File: config.mk
export PLATFORM = sky130hd
export DESIGN_NAME = pip_datapath
export DESIGN_NICKNAME = d
export VERILOG_FILES = /design/src/pip_pkg.sv /design/src/pip_datapath.sv
export SDC_FILE = /design/constraint.sdc
export NUM_CORES = 1
export LEC_CHECK = 0
export BUFFER_PORTS_ARGS = -buffer_cell sky130_fd_sc_hd__buf_2
export CAP_MARGIN = 40
export CORE_UTILIZATION = 30
export DETAILED_ROUTE_END_ITERATION = 6
export PLACE_DENSITY_LB_ADDON = 0.2
export SYNTH_ARGS = -nofsm -noshare
export SYNTH_HDL_FRONTEND = slang
export SYNTH_SLANG_ARGS = --single-unit
File: constraint.sdc
create_clock -name clk -period 16.55 [get_ports clk]
set_input_delay 0.8275 -clock clk [delete_from_list [all_inputs] [get_ports clk]]
set_output_delay 0.8275 -clock clk [all_outputs]
set_load 0.02 [all_outputs]
File: src/pip_pkg.sv
// shared constants, control word types and microprogram for the point in polygon tester
package pip_pkg;

    localparam int MAX_VERTICES_DEF = 128;
    localparam int COORD_BITS_DEF   = 16;
    localparam int COUNT_OUT_W      = 8;
    localparam int OP_W             = 2;
    localparam int OUT_W            = 16;
    localparam int MIN_POLY         = 3;
    localparam int UPC_W            = 4;

    localparam logic [OP_W-1:0] OP_APPEND = 2'd0;
    localparam logic [OP_W-1:0] OP_DELETE = 2'd1;
    localparam logic [OP_W-1:0] OP_TEST   = 2'd2;

    typedef enum logic [1:0] {
        MUL_NONE,
        MUL_FIRST,
        MUL_SECOND
    } mul_sel_t;

    typedef enum logic [1:0] {
        J_NEXT,
        J_ALWAYS,
        J_NOSTART,
        J_MORE
    } jcond_t;

    typedef struct packed {
        logic             clr;
        logic             mem_rd;
        logic             ld_first;
        logic             ld_cur_mem;
        logic             ld_cur_first;
        mul_sel_t         mul_sel;
        logic             eval;
        logic             shift;
        logic             done;
        jcond_t           jcond;
        logic [UPC_W-1:0] jtarget;
    } ucw_t;

    typedef struct packed {
        logic more;
        logic in_poly;
    } dp_status_t;

    localparam logic [UPC_W-1:0] U_IDLE   = 4'd0;
    localparam logic [UPC_W-1:0] U_RD0    = 4'd1;
    localparam logic [UPC_W-1:0] U_LDF    = 4'd2;
    localparam logic [UPC_W-1:0] U_LDC    = 4'd3;
    localparam logic [UPC_W-1:0] U_MUL1   = 4'd4;
    localparam logic [UPC_W-1:0] U_MUL2   = 4'd5;
    localparam logic [UPC_W-1:0] U_EVAL   = 4'd6;
    localparam logic [UPC_W-1:0] U_LDCF   = 4'd7;
    localparam logic [UPC_W-1:0] U_CMUL1  = 4'd8;
    localparam logic [UPC_W-1:0] U_CMUL2  = 4'd9;
    localparam logic [UPC_W-1:0] U_CEVAL  = 4'd10;
    localparam logic [UPC_W-1:0] U_DONE   = 4'd11;

    function automatic ucw_t ucode_rom(input logic [UPC_W-1:0] addr);
        ucw_t w;
        w = '0;
        unique case (addr)
            U_IDLE:
            begin
                w.clr     = 1'b1;
                w.jcond   = J_NOSTART;
                w.jtarget = U_IDLE;
            end
            U_RD0:
            begin
                w.mem_rd = 1'b1;
            end
            U_LDF:
            begin
                w.ld_first = 1'b1;
                w.mem_rd   = 1'b1;
            end
            U_LDC:
            begin
                w.ld_cur_mem = 1'b1;
            end
            U_MUL1, U_CMUL1:
            begin
                w.mul_sel = MUL_FIRST;
            end
            U_MUL2, U_CMUL2:
            begin
                w.mul_sel = MUL_SECOND;
            end
            U_EVAL:
            begin
                w.eval    = 1'b1;
                w.shift   = 1'b1;
                w.mem_rd  = 1'b1;
                w.jcond   = J_MORE;
                w.jtarget = U_LDC;
            end
            U_LDCF:
            begin
                w.ld_cur_first = 1'b1;
            end
            U_CEVAL:
            begin
                w.eval = 1'b1;
            end
            U_DONE:
            begin
                w.done    = 1'b1;
                w.jcond   = J_ALWAYS;
                w.jtarget = U_IDLE;
            end
            default:
            begin
                w.jcond   = J_ALWAYS;
                w.jtarget = U_IDLE;
            end
        endcase
        return w;
    endfunction

endpackage

File: src/pip_datapath.sv
// edge walk datapath: vertex registers, shared multiplier, crossing parities
module pip_datapath
    import pip_pkg::*;
#(
    parameter int MAX_VERTICES = MAX_VERTICES_DEF,
    parameter int COORD_BITS   = COORD_BITS_DEF
)
(
    input  logic                                  clk,
    input  logic                                  rst_n,
    input  ucw_t                                  ctrl,
    input  logic [$clog2(MAX_VERTICES+1)-1:0]     n_vert,
    input  logic signed [COORD_BITS-1:0]          px,
    input  logic signed [COORD_BITS-1:0]          py,
    output logic                                  rd_en,
    output logic [$clog2(MAX_VERTICES)-1:0]       rd_addr,
    input  logic [2*COORD_BITS-1:0]               rd_data,
    output dp_status_t                            status
);

    localparam int CW = $clog2(MAX_VERTICES + 1);
    localparam int AW = $clog2(MAX_VERTICES);
    localparam int CB = COORD_BITS;
    localparam int D  = COORD_BITS + 1;
    localparam int PW = 2 * D;

    logic [CW-1:0]          idx_reg;
    logic signed [CB-1:0]   first_x_reg, first_y_reg;
    logic signed [CB-1:0]   prev_x_reg, prev_y_reg;
    logic signed [CB-1:0]   cur_x_reg, cur_y_reg;
    logic signed [PW-1:0]   p1_reg, p2_reg;
    logic                   tot_par_reg, abv_par_reg;

    logic signed [CB-1:0]   mem_x, mem_y;
    logic                   swap;
    logic signed [CB-1:0]   xa, ya, xb, yb;
    logic signed [D-1:0]    mul_a, mul_b;
    logic signed [PW-1:0]   prod;
    logic signed [PW:0]     sum;
    logic                   hit, above;

    assign mem_x = rd_data[CB-1:0];
    assign mem_y = rd_data[2*CB-1:CB];

    assign rd_en   = ctrl.mem_rd;
    assign rd_addr = idx_reg[AW-1:0];

    // order the edge so that xa <= xb
    assign swap = cur_x_reg < prev_x_reg;
    assign xa   = swap ? cur_x_reg  : prev_x_reg;
    assign ya   = swap ? cur_y_reg  : prev_y_reg;
    assign xb   = swap ? prev_x_reg : cur_x_reg;
    assign yb   = swap ? prev_y_reg : cur_y_reg;

    always_comb
    begin
        unique case (ctrl.mul_sel)
            MUL_FIRST:
            begin
                mul_a = $signed({ya[CB-1], ya}) - $signed({py[CB-1], py});
                mul_b = $signed({xb[CB-1], xb}) - $signed({xa[CB-1], xa});
            end
            MUL_SECOND:
            begin
                mul_a = $signed({yb[CB-1], yb}) - $signed({ya[CB-1], ya});
                mul_b = $signed({px[CB-1], px}) - $signed({xa[CB-1], xa});
            end
            default:
            begin
                mul_a = '0;
                mul_b = '0;
            end
        endcase
    end

    assign prod  = mul_a * mul_b;
    assign sum   = $signed({p1_reg[PW-1], p1_reg}) + $signed({p2_reg[PW-1], p2_reg});
    assign above = !sum[PW] && (sum != '0);
    assign hit   = (px >= prev_x_reg && px < cur_x_reg) || (px < prev_x_reg && px >= cur_x_reg);

    always_ff @(posedge clk or negedge rst_n)
    begin
        if (!rst_n)
        begin
            idx_reg     <= '0;
            tot_par_reg <= 1'b0;
            abv_par_reg <= 1'b0;
        end
        else
        begin
            if (ctrl.clr)
            begin
                idx_reg     <= '0;
                tot_par_reg <= 1'b0;
                abv_par_reg <= 1'b0;
            end
            else
            begin
                if (ctrl.mem_rd)
                begin
                    idx_reg <= idx_reg + 1'b1;
                end
                if (ctrl.eval)
                begin
                    tot_par_reg <= tot_par_reg ^ hit;
                    abv_par_reg <= abv_par_reg ^ (hit && above);
                end
            end
        end
    end

    always_ff @(posedge clk)
    begin
        if (ctrl.ld_first)
        begin
            first_x_reg <= mem_x;
            first_y_reg <= mem_y;
            prev_x_reg  <= mem_x;
            prev_y_reg  <= mem_y;
        end
        else if (ctrl.shift)
        begin
            prev_x_reg <= cur_x_reg;
            prev_y_reg <= cur_y_reg;
        end
        if (ctrl.ld_cur_mem)
        begin
            cur_x_reg <= mem_x;
            cur_y_reg <= mem_y;
        end
        else if (ctrl.ld_cur_first)
        begin
            cur_x_reg <= first_x_reg;
            cur_y_reg <= first_y_reg;
        end
        if (ctrl.mul_sel == MUL_FIRST)
        begin
            p1_reg <= prod;
        end
        if (ctrl.mul_sel == MUL_SECOND)
        begin
            p2_reg <= prod;
        end
    end

    assign status.more    = (idx_reg != n_vert);
    assign status.in_poly = !tot_par_reg && abv_par_reg;

endmodule

==> summary.txt <==
Logic synthesis
  • Synth Instances: 2570
  • Xor and xnor area share after synthesis: 3.767%
  • Register area share after synthesis: 21.40%
  • Compound-Gate Fraction of Synth Area: 11.53%
  • Main combinational cell family by area after synthesis: adder cells
  • Area share of the largest cell type after synthesis: 24.83%
  • Multiplexer share of the synthesized area: 4.925%
  • Synth Cell Area: 24180 µm²
  • Top area cells in the synthesized netlist: fa_1 25%, edfxtp_1 20%, ha_1 10%, inv_1 6.3%, nor2_1 3.6%
  • Synth unique cells: 96
  • Register bit count reported by yosys: 174
  • Syn. warnings: 0
  • Post-Syn Nets: 3161
  • Synth Area in Simple Gates: 14.77%
  • Mean Syn Cell Area: 9.410 µm²
  • EDFF count, synth: 164
  • Post-synth top flop: edfxtp_1
  • Cell taking the most area after synthesis: fa_1
  • Post-synthesis adder-cell area fraction: 35.44%
  • Async set-reset flop share out of synthesis: 5.747%

Floorplanning
  • Die Ht: 285.9 µm
  • Die X: 285.9 µm
  • # rows: 103
  • Die area: 81750 µm²
  • I/O pins: 100
  • Starting density of the core: 30.46%
  • Core area: 79390 µm²

Placement
  • Setup WS pre-CTS: 3.894 ns
  • Number of buffers added on ports: 92
  • HPWL Detailed: 51030 µm
  • Placed cells: 3642
  • Gpl congestion: 0.8695

STA
  • Final setup viols: 0
  • RSZ-0062 raised after global routing: no
  • Final setup margin: 3.957 ns
  • Max Slew Vio Count: 0
  • Fin crit share: 76.09%
  • Fin. Hold Viols: 0
  • Slew Limit Headroom: 30.43%
  • Post-Route Setup TNS: 0 ns
  • Final min period: 12.59 ns
  • Clock Skews: 0.02811 ns
  • Slew @ Worst Pin: 1.044 ns
  • Fmax: 0.07941 GHz

Clocking
  • CTS tree: yes
  • Max clock buf depth: 2
  • Worst-Skew Late Latency: 0.49 ns
  • Reg clk slew, reported paths: 0.08 ns
  • Root Buffer: clkbuf_16
  • Resized cells post-CTS: 0
  • H-tree depth: 4
  • CTS sink count: 174
  • Hold-fix buffers, CTS: 0
  • Cts bufs inserted: 17
  • Postcts setup bufs: 0

Routing
  • Detailed-route via count: 17514
  • DRC Markers: 0
  • Routed wire per std cell: 16.71 µm
  • Final wirelength: 61400 µm
  • Via density per instance: 4.767
  • Initial DRC count: 687
  • Total iterations of the first detailed-routing run: 7
  • Final ANT Viol Nets: 0

Worst setup path
  • CP max stage delay: 0.56 ns
  • End of the worst register-to-register path: p1_reg[33]
  • R2R depth: 41
  • Nature of the critical path startpoint: flop
  • Reg-to-reg slack, setup: 3.96 ns
  • CP Buf/Inv Count: 4
  • Critical path origin: cur_x_reg[11]
  • Crit Path Category: flop to flop
  • WP depth: 41
  • RR Startpoint: cur_x_reg[11]
  • Data arrival, critical path: 12.80 ns
  • Slowest-stage cell, CP: buf_4
  • Type of destination of the critical path: flop
  • Required time worst endpoint: 16.76 ns
  • Max FO, Critical Path: 49
  • Delay-heaviest family, CP: compound AO/OA/AOI/OAI gates

GRT
  • First-pass GRT wire length: 99550 µm
  • Grt total ovfl: 0
  • Vias in the first global route: 18502
  • All-Layer GR Usage: 15.39%
  • Initial antenna violation count: 0
  • Largest net degree at the start of global routing: 61

Cells and area
  • Most frequent cells in the layout: 409 x inv_1, 300 x fa_1, 235 x nor2_1
  • Diode count: 0
  • Most common cell after layout, fill and taps aside: inv_1
  • Non-Filler Instances: 3674
  • Area Growth Syn to Fin: 9.122%
  • NumNets Final: 3202
  • Share of cells above drive strength 1: 10.48%

Outcome
  • Status: completed

Hold path
  • Type of the tightest min-delay check: input pin to async pin

Job
  • Max Cap Viol: 0
## synthesized netlist by cell type (55+ instances only)
master and n:
a21oi_1 98, clkbuf_1 69, edfxtp_1 164, fa_1 300
ha_1 201, inv_1 409, mux2_2 61, nand2_1 208
nand2b_1 60, nor2_1 235, nor2b_1 55, o21ai_0 100
xnor2_1 69
## stage by stage
step / area, µm² / util, % / hold slack [ns]
after floorplan: 24180 / - / 0.5052
after global placement: 25710 / 32.39 / 0.5272
after detailed placement: 25790 / 32.49 / 0.5333
after CTS: 26390 / 33.24 / 0.1667
after global routing: 26390 / 33.24 / 0.1975
final: 26390 / 33.24 / 0.2017
## area by class of cell
class                           count  area (µm²)
Tap cell                         1050        1314
Clock buffer                       17       425.4
Inverter                          410        1539
Fill cell                        8290       53000
Sequential cell                   174        5175
Clock inverter                     15       170.2
Timing Repair Buffer              120       711.9
Multi-Input combinational cell   1888       17050
## kinds of logic after synthesis
logic type	count (synthesis)
AND/OR/NAND/NOR	755
multiplexers	109
AO/OA/AOI/OAI	414
buffers and inverters	508
adder cells (fa/ha/maj)	506
XOR/XNOR	104
flip-flops	174
## per-layer routing
metal | vias up | wire length [µm] | global-route usage (%) | part of all wire (%)
li1 | 8603 | - | - | -
met1 | 8567 | 29260 | 20.26 | 48
met2 | 261 | 28750 | 26.05 | 47
met3 | 83 | 1219 | 1.268 | 2.0
met4 | 0 | 2166 | 6.230 | 3.5
met5 | - | 0 | 0 | 0
## worst max path at each step
stage,to,slack (ns)
final,p1_reg[33],3.96
after global routing,p1_reg[33],3.22
after CTS,p1_reg[33],3.86
after detailed placement,p1_reg[33],3.89
after global placement,p1_reg[33],3.97
after floorplan,p1_reg[33],5.09
## worst register-to-register path: cells and delay by family, from the launching register on
family | cells | cell delay (ns)
AND/OR/NAND/NOR | 6 | 1.83
buffers and inverters | 4 | 0.72
multiplexers | 1 | 0.48
flip-flops | 1 | 0.46
adder cells (fa/ha/maj) | 9 | 3.96
XOR/XNOR | 2 | 0.33
AO/OA/AOI/OAI | 19 | 4.56
Power is not shown: default switching activity piles up to over one toggle a cycle in this logic, so the estimate is an artifact.
